===== config.mk =====
export PLATFORM = sky130hd
export DESIGN_NAME = dac_to_freq_interpolator_unit
export DESIGN_NICKNAME = d
export VERILOG_FILES = /design/src/sv/dtf_pkg.sv /design/src/sv/dtf_ctrl.sv /design/src/sv/dtf_dpath.sv /design/src/sv/dac_to_freq_interpolator_unit.sv
export SDC_FILE = /design/constraint.sdc
export NUM_CORES = 2
export LEC_CHECK = 0
export BUFFER_PORTS_ARGS = -buffer_cell sky130_fd_sc_hd__buf_2
export CAP_MARGIN = 30
export CELL_PAD_IN_SITES_DETAIL_PLACEMENT = 1
export CELL_PAD_IN_SITES_GLOBAL_PLACEMENT = 1
export CORE_MARGIN = 2
export CORE_UTILIZATION = 55
export CTS_BUF_LIST = sky130_fd_sc_hd__clkbuf_8
export DETAILED_ROUTE_END_ITERATION = 10
export GPL_TIMING_DRIVEN = 0
export PLACE_DENSITY_LB_ADDON = 0.1
export SYNTH_ARGS = -nofsm -noshare
export SYNTH_HDL_FRONTEND = slang
export SYNTH_SLANG_ARGS = --single-unit

===== constraint.sdc =====
create_clock -name i_clk -period 17.1 [get_ports i_clk]
set_input_delay 0.855 -clock i_clk [delete_from_list [all_inputs] [get_ports i_clk]]
set_output_delay 0.855 -clock i_clk [all_outputs]
set_load 0.01 [all_outputs]

===== src/sv/dtf_pkg.sv =====
`timescale 1ns / 1ps

package dtf_pkg;

    // Command codes carried in the input tuser.
    localparam logic [1:0] CMD_WRITE = 2'd0;
    localparam logic [1:0] CMD_CONV  = 2'd1;
    localparam logic [1:0] CMD_MONO  = 2'd2;

    // Field widths fixed by the interface.
    localparam int CMD_W   = 2;
    localparam int IDX_W   = 4;
    localparam int CODE_W  = 16;
    localparam int OFF_W   = 32;

    // Divider: the product magnitude stays below 2^48.
    localparam int NUM_W   = 48;
    localparam int CNT_W   = 6;
    localparam int PROD_W  = 50;

    typedef struct packed {
        logic accept;     // latch the incoming transaction, write the table
        logic walk_step;  // advance the table walk by one entry
        logic capture;    // bracketing pair found, latch the differences
        logic mul;        // register the product
        logic prep;       // take sign and magnitude, arm the divider
        logic div_step;   // one restoring division step
        logic finish;     // apply sign and add the base offset
        logic set_oor;    // result is out of range
        logic set_mono;   // result is a monotonicity verdict
        logic mono_val;
        logic load_out;   // move the result into the output register
    } t_dp_cmd;

    typedef struct packed {
        logic [CMD_W-1:0] in_cmd;  // command on the input port
        logic [CMD_W-1:0] cmd;     // latched command
        logic             hit;     // current entry code is above the input code
        logic             first;   // walk is at entry 0
        logic             last;    // walk is at the final entry
        logic             drop;    // current offset is below the previous one
        logic             div_last;
        logic             out_free;
    } t_dp_stat;

endpackage


===== src/sv/dtf_ctrl.sv =====
`timescale 1ns / 1ps

module dtf_ctrl (
    input  logic                i_clk,
    input  logic                i_rst_n,
    input  logic                i_s_valid,
    output logic                o_s_ready,
    input  dtf_pkg::t_dp_stat   i_stat,
    output dtf_pkg::t_dp_cmd    o_cmd
);

    localparam logic [2:0] ST_IDLE = 3'd0;
    localparam logic [2:0] ST_WALK = 3'd1;
    localparam logic [2:0] ST_MUL  = 3'd2;
    localparam logic [2:0] ST_PREP = 3'd3;
    localparam logic [2:0] ST_DIV  = 3'd4;
    localparam logic [2:0] ST_FIN  = 3'd5;
    localparam logic [2:0] ST_DONE = 3'd6;

    logic [2:0] r_state;
    logic [2:0] n_state;

    assign o_s_ready = (r_state == ST_IDLE);

    always_comb begin
        n_state = r_state;
        o_cmd   = '0;
        unique case (r_state)
            ST_IDLE: begin
                if (i_s_valid) begin
                    o_cmd.accept = 1'b1;
                    if (i_stat.in_cmd == dtf_pkg::CMD_CONV ||
                        i_stat.in_cmd == dtf_pkg::CMD_MONO) begin
                        n_state = ST_WALK;
                    end else begin
                        n_state = ST_DONE;
                    end
                end
            end
            ST_WALK: begin
                if (i_stat.cmd == dtf_pkg::CMD_CONV) begin
                    priority if (i_stat.hit && i_stat.first) begin
                        o_cmd.set_oor = 1'b1;
                        n_state       = ST_DONE;
                    end else if (i_stat.hit) begin
                        o_cmd.capture = 1'b1;
                        n_state       = ST_MUL;
                    end else if (i_stat.last) begin
                        o_cmd.set_oor = 1'b1;
                        n_state       = ST_DONE;
                    end else begin
                        o_cmd.walk_step = 1'b1;
                    end
                end else begin
                    priority if (!i_stat.first && i_stat.drop) begin
                        o_cmd.set_mono = 1'b1;
                        o_cmd.mono_val = 1'b0;
                        n_state        = ST_DONE;
                    end else if (i_stat.last) begin
                        o_cmd.set_mono = 1'b1;
                        o_cmd.mono_val = 1'b1;
                        n_state        = ST_DONE;
                    end else begin
                        o_cmd.walk_step = 1'b1;
                    end
                end
            end
            ST_MUL: begin
                o_cmd.mul = 1'b1;
                n_state   = ST_PREP;
            end
            ST_PREP: begin
                o_cmd.prep = 1'b1;
                n_state    = ST_DIV;
            end
            ST_DIV: begin
                o_cmd.div_step = 1'b1;
                if (i_stat.div_last) begin
                    n_state = ST_FIN;
                end
            end
            ST_FIN: begin
                o_cmd.finish = 1'b1;
                n_state      = ST_DONE;
            end
            ST_DONE: begin
                if (i_stat.out_free) begin
                    o_cmd.load_out = 1'b1;
                    n_state        = ST_IDLE;
                end
            end
            default: begin
                n_state = ST_IDLE;
            end
        endcase
    end

    always_ff @(posedge i_clk) begin
        if (!i_rst_n) begin
            r_state <= ST_IDLE;
        end else begin
            r_state <= n_state;
        end
    end

endmodule


===== src/sv/dtf_dpath.sv =====
`timescale 1ns / 1ps

module dtf_dpath #(
    parameter int LUT_POINTS = 16
) (
    input  logic                          i_clk,
    input  logic                          i_rst_n,
    input  dtf_pkg::t_dp_cmd              i_cmd,
    output dtf_pkg::t_dp_stat             o_stat,
    input  logic [dtf_pkg::CMD_W-1:0]     i_in_cmd,
    input  logic [dtf_pkg::IDX_W-1:0]     i_point_index,
    input  logic [dtf_pkg::CODE_W-1:0]    i_point_code,
    input  logic [dtf_pkg::OFF_W-1:0]     i_point_offset,
    input  logic [dtf_pkg::CODE_W-1:0]    i_dac_code,
    output logic                          o_m_valid,
    input  logic                          i_m_ready,
    output logic [dtf_pkg::OFF_W-1:0]     o_freq_offset,
    output logic                          o_out_of_range,
    output logic                          o_is_monotonic
);

    localparam int AW = $clog2(LUT_POINTS);
    localparam int CW = $clog2(LUT_POINTS + 1);
    localparam int IW = (CW > dtf_pkg::IDX_W) ? CW : dtf_pkg::IDX_W;
    localparam logic [AW-1:0] LAST_IDX = AW'(LUT_POINTS - 1);

    // Table storage; entries not yet written read as zero through the valid bits.
    logic [dtf_pkg::CODE_W-1:0] r_mem_code [LUT_POINTS];
    logic [dtf_pkg::OFF_W-1:0]  r_mem_off  [LUT_POINTS];
    logic [LUT_POINTS-1:0]      r_vld;

    logic [dtf_pkg::CODE_W-1:0] r_q_code;
    logic [dtf_pkg::OFF_W-1:0]  r_q_off;
    logic                       r_q_vld;
    logic [AW-1:0]              rd_addr;
    logic [AW-1:0]              wr_addr;
    logic                       wr_en;

    logic [dtf_pkg::CMD_W-1:0]  r_cmd;
    logic [dtf_pkg::CODE_W-1:0] r_dac;
    logic [AW-1:0]              r_idx;
    logic [dtf_pkg::CODE_W-1:0] r_prev_code;
    logic signed [dtf_pkg::OFF_W-1:0] r_prev_off;

    logic [dtf_pkg::CODE_W-1:0]       cur_code;
    logic signed [dtf_pkg::OFF_W-1:0] cur_off;

    logic [dtf_pkg::CODE_W-1:0]        r_dd;
    logic signed [dtf_pkg::OFF_W:0]    r_df;
    logic [dtf_pkg::CODE_W-1:0]        r_div;
    logic signed [dtf_pkg::OFF_W-1:0]  r_f0;
    logic signed [dtf_pkg::PROD_W-1:0] r_prod;
    logic signed [dtf_pkg::PROD_W-1:0] prod_mag;
    logic                              r_neg;
    logic [dtf_pkg::NUM_W-1:0]         r_num;
    logic [dtf_pkg::CODE_W-1:0]        r_rem;
    logic [dtf_pkg::CNT_W-1:0]         r_cnt;
    logic [dtf_pkg::CODE_W:0]          trial;
    logic [dtf_pkg::CODE_W:0]          trial_diff;
    logic signed [dtf_pkg::OFF_W:0]    quo_s;
    logic signed [dtf_pkg::OFF_W:0]    sum_s;

    logic [dtf_pkg::OFF_W-1:0] r_freq;
    logic                      r_oor;
    logic                      r_mono;

    assign wr_addr  = AW'(i_point_index);
    assign wr_en    = i_cmd.accept && (i_in_cmd == dtf_pkg::CMD_WRITE) &&
                      (IW'(i_point_index) < IW'(LUT_POINTS));
    assign rd_addr  = i_cmd.walk_step ? (r_idx + AW'(1)) : '0;

    assign cur_code = r_q_vld ? r_q_code : '0;
    assign cur_off  = r_q_vld ? $signed(r_q_off) : '0;

    always_ff @(posedge i_clk) begin
        if (wr_en) begin
            r_mem_code[wr_addr] <= i_point_code;
            r_mem_off[wr_addr]  <= i_point_offset;
        end
        r_q_code <= r_mem_code[rd_addr];
        r_q_off  <= r_mem_off[rd_addr];
    end

    always_ff @(posedge i_clk) begin
        if (!i_rst_n) begin
            r_vld   <= '0;
            r_q_vld <= 1'b0;
        end else begin
            if (wr_en) begin
                r_vld[wr_addr] <= 1'b1;
            end
            r_q_vld <= r_vld[rd_addr];
        end
    end

    // Table walk.
    always_ff @(posedge i_clk) begin
        if (i_cmd.accept) begin
            r_cmd       <= i_in_cmd;
            r_dac       <= i_dac_code;
            r_idx       <= '0;
        end
        if (i_cmd.walk_step) begin
            r_idx       <= r_idx + AW'(1);
            r_prev_code <= cur_code;
            r_prev_off  <= cur_off;
        end
    end

    // Interpolation: (d - c0) * (f1 - f0) / (c1 - c0) + f0.
    assign prod_mag   = r_prod[dtf_pkg::PROD_W-1] ? -r_prod : r_prod;
    assign trial      = {r_rem, r_num[dtf_pkg::NUM_W-1]};
    assign trial_diff = trial - {1'b0, r_div};
    assign quo_s      = r_neg ? -$signed({1'b0, r_num[dtf_pkg::OFF_W-1:0]})
                              :  $signed({1'b0, r_num[dtf_pkg::OFF_W-1:0]});
    assign sum_s      = $signed({r_f0[dtf_pkg::OFF_W-1], r_f0}) + quo_s;

    always_ff @(posedge i_clk) begin
        if (i_cmd.capture) begin
            r_dd  <= r_dac - r_prev_code;
            r_df  <= $signed({cur_off[dtf_pkg::OFF_W-1], cur_off}) -
                     $signed({r_prev_off[dtf_pkg::OFF_W-1], r_prev_off});
            r_div <= cur_code - r_prev_code;
            r_f0  <= r_prev_off;
        end
        if (i_cmd.mul) begin
            r_prod <= $signed({1'b0, r_dd}) * r_df;
        end
        if (i_cmd.prep) begin
            r_neg <= r_prod[dtf_pkg::PROD_W-1];
            r_num <= prod_mag[dtf_pkg::NUM_W-1:0];
            r_rem <= '0;
            r_cnt <= '0;
        end
        if (i_cmd.div_step) begin
            r_cnt <= r_cnt + dtf_pkg::CNT_W'(1);
            if (!trial_diff[dtf_pkg::CODE_W]) begin
                r_rem <= trial_diff[dtf_pkg::CODE_W-1:0];
                r_num <= {r_num[dtf_pkg::NUM_W-2:0], 1'b1};
            end else begin
                r_rem <= trial[dtf_pkg::CODE_W-1:0];
                r_num <= {r_num[dtf_pkg::NUM_W-2:0], 1'b0};
            end
        end
    end

    // Result and output register.
    always_ff @(posedge i_clk) begin
        if (i_cmd.accept) begin
            r_freq <= '0;
            r_oor  <= 1'b0;
            r_mono <= 1'b0;
        end
        if (i_cmd.set_oor) begin
            r_oor <= 1'b1;
        end
        if (i_cmd.set_mono) begin
            r_mono <= i_cmd.mono_val;
        end
        if (i_cmd.finish) begin
            r_freq <= sum_s[dtf_pkg::OFF_W-1:0];
        end
        if (i_cmd.load_out) begin
            o_freq_offset  <= r_freq;
            o_out_of_range <= r_oor;
            o_is_monotonic <= r_mono;
        end
    end

    always_ff @(posedge i_clk) begin
        if (!i_rst_n) begin
            o_m_valid <= 1'b0;
        end else if (i_cmd.load_out) begin
            o_m_valid <= 1'b1;
        end else if (i_m_ready) begin
            o_m_valid <= 1'b0;
        end
    end

    always_comb begin
        o_stat          = '0;
        o_stat.in_cmd   = i_in_cmd;
        o_stat.cmd      = r_cmd;
        o_stat.hit      = (cur_code > r_dac);
        o_stat.first    = (r_idx == '0);
        o_stat.last     = (r_idx == LAST_IDX);
        o_stat.drop     = (cur_off < r_prev_off);
        o_stat.div_last = (r_cnt == dtf_pkg::CNT_W'(dtf_pkg::NUM_W - 1));
        o_stat.out_free = !o_m_valid || i_m_ready;
    end

endmodule


===== src/sv/dac_to_freq_interpolator_unit.sv =====
`timescale 1ns / 1ps
// DAC code to frequency offset converter with a piecewise-linear lookup table.
// The input channel (s_axis) carries one command per transaction: the command
// code travels in tuser, the point slot, point code, point offset and DAC code
// in tdata. Every accepted transaction yields exactly one result transaction
// on the output channel (m_axis): the signed offset in parts per trillion in
// tdata, and the out-of-range and monotonic flags in tuser.
// The block works on one transaction at a time. A table write or an unused
// command goes straight to loading its result. A conversion walks the table
// one entry per cycle through the single read port of the table memory, then
// passes through the multiply, the sign handling, the bit-serial divider, the
// final add and the load of the output register; an out-of-range code ends
// right after the walk, as does a monotonicity check. s_axis_tready returns
// together with the result, so the next transaction can be accepted while
// the result is presented.
// After reset every table entry reads as zero and the output is empty.
// The output register holds a finished result while the receiver stalls; the
// block then waits before loading the next one, and s_axis_tready is high only
// while no transaction is in progress.

module dac_to_freq_interpolator_unit #(
    parameter int LUT_POINTS = 16
) (
    input  logic        i_clk,
    input  logic        i_rst_n,
    input  logic        s_axis_tvalid,
    output logic        s_axis_tready,
    // tdata: point_index[3:0], point_code[19:4], point_offset[51:20],
    // dac_code[67:52], zero fill[71:68].
    input  logic [71:0] s_axis_tdata,
    // tuser: cmd[1:0].
    input  logic [1:0]  s_axis_tuser,
    output logic        m_axis_tvalid,
    input  logic        m_axis_tready,
    // tdata: freq_offset[31:0].
    output logic [31:0] m_axis_tdata,
    // tuser: out_of_range[0], is_monotonic[1].
    output logic [1:0]  m_axis_tuser
);

    dtf_pkg::t_dp_cmd  dp_cmd;
    dtf_pkg::t_dp_stat dp_stat;

    // The controller sequences the walk, the multiply and the divider; the
    // datapath holds the table, the arithmetic and the output register.
    dtf_ctrl u_ctrl (
        .i_clk     (i_clk),
        .i_rst_n   (i_rst_n),
        .i_s_valid (s_axis_tvalid),
        .o_s_ready (s_axis_tready),
        .i_stat    (dp_stat),
        .o_cmd     (dp_cmd)
    );

    dtf_dpath #(
        .LUT_POINTS (LUT_POINTS)
    ) u_dpath (
        .i_clk          (i_clk),
        .i_rst_n        (i_rst_n),
        .i_cmd          (dp_cmd),
        .o_stat         (dp_stat),
        .i_in_cmd       (s_axis_tuser),
        .i_point_index  (s_axis_tdata[3:0]),
        .i_point_code   (s_axis_tdata[19:4]),
        .i_point_offset (s_axis_tdata[51:20]),
        .i_dac_code     (s_axis_tdata[67:52]),
        .o_m_valid      (m_axis_tvalid),
        .i_m_ready      (m_axis_tready),
        .o_freq_offset  (m_axis_tdata),
        .o_out_of_range (m_axis_tuser[0]),
        .o_is_monotonic (m_axis_tuser[1])
    );

endmodule


=== Yosys cells after proc, flatten, opt, wreduce, memory -nomap -nowiden ===
Memory sizes are Yosys's and may differ from the RTL's. A register that Yosys moved wholly into a read port is not among the register bits.
Cells that the tools add are included.

* Add/subtract/negate cells: 9
* Multiply operators: 1
* Divide/modulo/power cells: 0
* Magnitude comparators: 5
* Equality and inequality tests: 14
* Shift-type cells: 0
* Muxes and demuxes: 61
* Bitwise gates (word level): 1
* Reduce and logical (&&, ||, !) cells: 17

{| class="wikitable"
|+ Operators with widths
! cell !! count
|-
| 48-bit two-way mux || 3
|-
| 32-bit two-way mux || 4
|-
| 16-bit two-way mux || 4
|-
| 17-bit by 33-bit multiplier with 50-bit output || 1
|-
| 48-bit negation || 1
|-
| 32-bit by 32-bit subtractor with 33-bit output || 1
|-
| 32-bit adder || 1
|-
| 32-bit < comparator || 1
|-
| 32-bit negation || 1
|-
| 16-bit subtractor || 2
|-
| 3-bit two-way mux || 10
|-
| 1-bit two-way mux || 27
|-
| 3-bit case mux with 7 select lines || 1
|-
| 17-bit by 16-bit subtractor with 17-bit output || 1
|-
| 16-bit > comparator || 1
|-
| 16-bit OR || 1
|-
| 4-bit two-way mux || 3
|-
| 6-bit two-way mux || 2
|-
| 4-bit by 5-bit < comparator with 1-bit output, second input constant || 2
|-
| 2-bit two-way mux || 5
|-
| 2-bit nonzero test || 5
|-
| 3-bit equality test, second input constant || 3
|-
| 6-bit by 1-bit adder with 6-bit output, second input constant || 1
|-
| 3-bit by 2-bit equality test with 1-bit output, second input constant || 2
|-
| other kinds (17) || 25
|}

* Bits in registers: 377
* Bits in latches: 0
* Bits in writable memories: 768
* ROM bits: 0
* Output and inout bits: 36
* Logic and storage cells: 134
* Memories kept: 2

{| class="wikitable"
|+ Memory list
! name !! words !! width !! read ports !! clocked after Yosys merged registers in !! wr ports !! RTL line !! source
|-
| u_dpath.r_mem_off || 16 || 32 || 1 || 1 || 1 || dtf_dpath.sv:29 || <nowiki>logic [dtf_pkg::OFF_W-1:0] r_mem_off [LUT_POINTS];</nowiki>
|-
| u_dpath.r_mem_code || 16 || 16 || 1 || 1 || 1 || dtf_dpath.sv:28 || <nowiki>logic [dtf_pkg::CODE_W-1:0] r_mem_code [LUT_POINTS];</nowiki>
|}

=== Longest topological paths before layout ===
* Depth after elaboration: 9
* Depth in mapped cells: 26

=== Cells and area by module ===
From an unflattened synthesis, not the netlist that was laid out.

* Cell total of the unflattened synthesis: 5624
* Area, all modules: 69474.1 um^2

{| class="wikitable"
|+ By module, submodules not included
! module !! times used !! cells an instance !! area each (um^2) !! sequential area each (um^2)
|-
| dtf_dpath || 1 || 5574 || 69097.5 || 35033.6
|-
| dtf_ctrl || 1 || 50 || 376.6 || 60.1
|}

=== Worst setup path after synthesis ===
OpenSTA, ideal clock, no wires.

* Path kind: register to register
* From: reg u_dpath.r_df[10] in the netlist's numbering
* To: reg u_dpath.r_prod[45] in the netlist's numbering (data pin)
* Library setup time: 258 ps
* Arrival time: 6426 ps
* Required time: 16842 ps
* Slack: 10416 ps
* Stages on the path, launching flop included: 24
* Path buffers: 1
* Path through: edfxtp_1 > clkbuf_1 > nand2_1 > fa_1 > fa_1 > fa_1 > fa_1 > inv_1 > fa_1 > inv_1 > fa_1 > inv_1 > ha_1 > and3_1 > or3b_2 > nor3b_1 > o311ai_0 > a21boi_0 > a21o_1 > o211a_1 > o21ai_0 > o21ai_0 > a21oi_1 > xnor2_1

* Word-level cells in the longest chain between the ends: 1

{| class="wikitable"
|+ RTL lines
! element !! RTL line !! source
|-
| start, declared || dtf_dpath.sv:49 || <nowiki>logic signed [dtf_pkg::OFF_W:0] r_df;</nowiki>
|-
| start signal, assigned || dtf_dpath.sv:121 || <nowiki>r_df <= $signed({cur_off[dtf_pkg::OFF_W-1], cur_off}) -</nowiki>
|-
| 17-bit by 33-bit multiplier with 50-bit output || dtf_dpath.sv:127 || <nowiki>r_prod <= $signed({1'b0, r_dd}) * r_df;</nowiki>
|-
| end signal, assigned || dtf_dpath.sv:127 ||
|-
| end, declared || dtf_dpath.sv:52 || <nowiki>logic signed [dtf_pkg::PROD_W-1:0] r_prod;</nowiki>
|}

No other way between the ends.
A chain may end at the register's enable or synchronous reset.

=== Final worst setup path ===
* From: reg u_dpath.r_dd[9] in the netlist's numbering
* To: reg u_dpath.r_prod[49] in the netlist's numbering (data pin)

* Word-level cells in the longest chain between the ends: 1

{| class="wikitable"
|+ RTL lines
! element !! RTL line !! source
|-
| start, declared || dtf_dpath.sv:48 || <nowiki>logic [dtf_pkg::CODE_W-1:0] r_dd;</nowiki>
|-
| start signal, assigned || dtf_dpath.sv:120 || <nowiki>r_dd <= r_dac - r_prev_code;</nowiki>
|-
| 17-bit by 33-bit multiplier with 50-bit output || dtf_dpath.sv:127 ||
|}

No other way between the ends.

==> load_flow_metrics.sql <==
INSERT INTO impl_metrics (metric_group, metric, value, unit) VALUES
('clock_network', 'clock_tree.buffer_depth', '3', ''),
('detailed_routing', 'routed-via-count', '47140', ''),
('synth', 'synth.lib_cells_used.distinct', '76', ''),
('die', 'core_area', '125000', 'um2'),
('grt', 'antenna_violations_before_repair', '25', ''),
('grt', 'pin_count_of_the_biggest_net_entering_global_routing', '58', ''),
('synth', 'synth_compound_area_share', '8.96', '%'),
('power_and_ir_drop', 'leakagePower', '31.1', 'nW'),
('power_and_ir_drop', 'power-per-cell-area', '123', 'nW/um2'),
('worst_hold_path', 'timing.hold.worst.class', 'input pin to flop', ''),
('clock_network', 'numCtsBuffers', '190', ''),
('synth', 'synth_enable_flop_cells', '1122', ''),
('detailed_routing', 'initialDrtViolationCount', '3930', ''),
('grt', 'grt_pass1_wl', '323000', 'um'),
('die', 'die_area', '129000', 'um2'),
('synth', 'postSynthNetCount', '6473', ''),
('critical_path', 'worst_path_max_delay_cell', 'edfxtp_1', ''),
('synth', 'ys_top_cells_by_count', 'edfxtp_1 (1122), inv_1 (747), nand2_1 (519), fa_1 (508), mux2i_1 (306)', ''),
('critical_path', 'timing.critical_path.to_type', 'flop', ''),
('place', 'dpl-instance-area', '73100', 'um2'),
('place', 'gp_routability_congestion', '0.924', ''),
('synth', 'synth_fa_ha_area_share', '19.2', '%'),
('finish', 'layout.cells.non_filler', '7818', ''),
('sta', 'timing.clock.skew', '0.0959', 'ns'),
('synth', 'post_synth.cell_area_avg', '12.3', 'um2'),
('sta', 'grt_setup_unrepaired', 'no', ''),
('synth', 'synth-seq-area-share', '50.7', '%'),
('finish', 'synth_to_layout_area_growth', '11.0', '%'),
('place', 'port_buffers', '109', ''),
('place', 'detailed_placement_wirelength_estimate', '163000', 'um'),
('finish', 'final_core_utilization', '61.4', '%'),
('finish', 'fill_cells', '12713', ''),
('grt', 'total_overflow_reported_by_the_global_router', '0', ''),
('sta', 'timing.slew.headroom', '28.8', '%'),
('die', 'pin_count', '114', ''),
('detailed_routing', 'wirelength', '216000', 'um'),
('critical_path', 'critPathBufInv', '6', ''),
('sta', 'hold_slack', '0.132', 'ns'),
('sta', 'min_period', '9.24', 'ns'),
('synth', 'post_synth_main_area_contributors', 'edfxtp_1 (49%), fa_1 (15%), ha_1 (4.5%)', ''),
('clock_network', 'cts_hold_repair.buffers', '0', ''),
('detailed_routing', 'drt-pass1-iter-count', '6', ''),
('critical_path', 'worst_path_largest_cell_delay', '0.77', 'ns'),
('synth', 'yosys_warnings', '0', ''),
('critical_path', 'crit_path_frequent_cell', 'fa_1', ''),
('die', 'placement_rows', '130', ''),
('synth', 'async_flop_share', '0', '%'),
('synth', 'synth_top_flop_cell', 'edfxtp_1', ''),
('finish', 'multi_input_comb_area', '30500', 'um2'),
('clock_network', 'cts_h_tree_depth', '4', ''),
('sta', 'hold_viol', '0', ''),
('critical_path', 'path_max_fanout', '10', ''),
('clock_network', 'postCtsSetupBuffers', '0', ''),
('die', 'die_x_extent', '359', 'um'),
('outcome', 'run_status', 'finished, final reports clean', ''),
('die', 'initial_core_util', '55.3', '%'),
('clock_network', 'clk-insertion-delay-late', '0.94', 'ns'),
('clock_network', 'cts_num_sinks', '1192', ''),
('synth', 'cell_accounting_for_the_most_synthesized_area', 'edfxtp_1', ''),
('sta', 'final_min_period_over_clock_period', '54.1', '%'),
('grt', 'grt_use_total', '34.0', '%'),
('sta', 'timing.setup.tns', '0', 'ns'),
('synth', 'post_synthesis_xor_xnor_area_fraction', '2.64', '%'),
('critical_path', 'worstSetupPathType', 'flop to flop', ''),
('synth', 'synth.ff_latch_count', '1192', ''),
('clock_network', 'post_cts_resize_count', '0', ''),
('critical_path', 'worst_path_dominant_cell_family', 'adder cells', ''),
('clock_network', 'cts_tree', 'done', ''),
('detailed_routing', 'routedWlPerCell', '27.6', 'um'),
('finish', 'layout.area.seq', '35100', 'um2'),
('detailed_routing', 'post-route-drc-count', '0', '');
## cell type report
| type | instances | share of cell area (%) |
|---|---|---|
| Multi-Input combinational cell | 3454 | 39.7 |
| Tap cell | 1650 | 2.69 |
| Sequential cell | 1192 | 45.7 |
| Inverter | 750 | 3.66 |
| Clock buffer | 203 | 3.64 |
| Timing Repair Buffer | 183 | 2.26 |
| Clock inverter | 136 | 1.12 |
| Buffer | 240 | 1.19 |
| Antenna cell | 10 | 0.0326 |
## registers in the layout (all words and copies together), names as in the netlist, 33 cells and up
signal              count
u_dpath.r_prod         49
u_dpath.r_num          48
u_dpath.r_mem_code    256
u_dpath.r_df           33
u_dpath.r_mem_off     512
## logic make-up (layout without fill, tap and decap cells)
logic type               after synthesis  after routing
AND/OR/NAND/NOR                     1268           1268
flip-flops                          1192           1192
buffers and inverters                990           1512
AO/OA/AOI/OAI                        910            910
adder cells (fa/ha/maj)              759            759
multiplexers                         308            308
XOR/XNOR                             209            209
other                                  0             10
## path summary, 6_finish.rpt
path	start	to	slack, ns	cells after the start
worst max-delay path	u_dpath.r_dd[9]	u_dpath.r_prod[49]	7.86	25
worst min-delay path	s_axis_tdata[53]	u_dpath.r_dac[1]	0.13	1
worst max register to register	u_dpath.r_dd[9]	u_dpath.r_prod[49]	7.86	25
worst min register to register	u_dpath.r_freq[28]	u_dpath.o_freq_offset[28]	0.42	0
## layer usage
| metal | vias up | GRT usage (%) | part of all wire, % | routed length (um) |
|---|---|---|---|---|
| met4 | 14 | 17.5 | 5.5 | 11900 |
| li1 | 20334 | - | - | - |
| met3 | 608 | 5.49 | 5.9 | 12700 |
| met1 | 24389 | 40.6 | 38 | 81300 |
| met5 | - | 0 | 0.041 | 88 |
| met2 | 1795 | 59.3 | 51 | 110000 |
## stage by stage
| step | power, W | setup WS, ns |
|---|---|---|
| after floorplan | 0.00580 | 10.42 |
| after global placement | 0.00685 | 6.66 |
| after detailed placement | 0.00706 | 7.77 |
| after CTS | 0.00946 | 7.81 |
| after global routing | 0.00987 | 7.41 |
| final | 0.00949 | 7.86 |
## power breakdown
group	leakage, nW	total (W)	switching, W	internal, W
registers	10.8	0.00379	0.000205	0.00358
logic	18.2	0.00330	0.00213	0.00116
clock network	2.11	0.00241	0.00118	0.00122
total	31.1	0.00949	0.00352	0.00597
## layout by cell type, fill, tap and decap left out, drive strengths merged, types with 65 or more instances in the layout
| master | instances |
|---|---|
| edfxtp | 1122 |
| inv | 825 |
| nand2 | 519 |
| fa | 508 |
| clkbuf | 430 |
| mux2i | 306 |
| nor2 | 260 |
| ha | 251 |
| and2 | 247 |
| o21ai | 214 |
| a21oi | 200 |
| buf | 196 |
| xnor2 | 125 |
| xor2 | 84 |
| dfxtp | 70 |
| a21o | 65 |
| o31ai | 65 |
No activity file was read; power rests on OpenSTA's default activity.
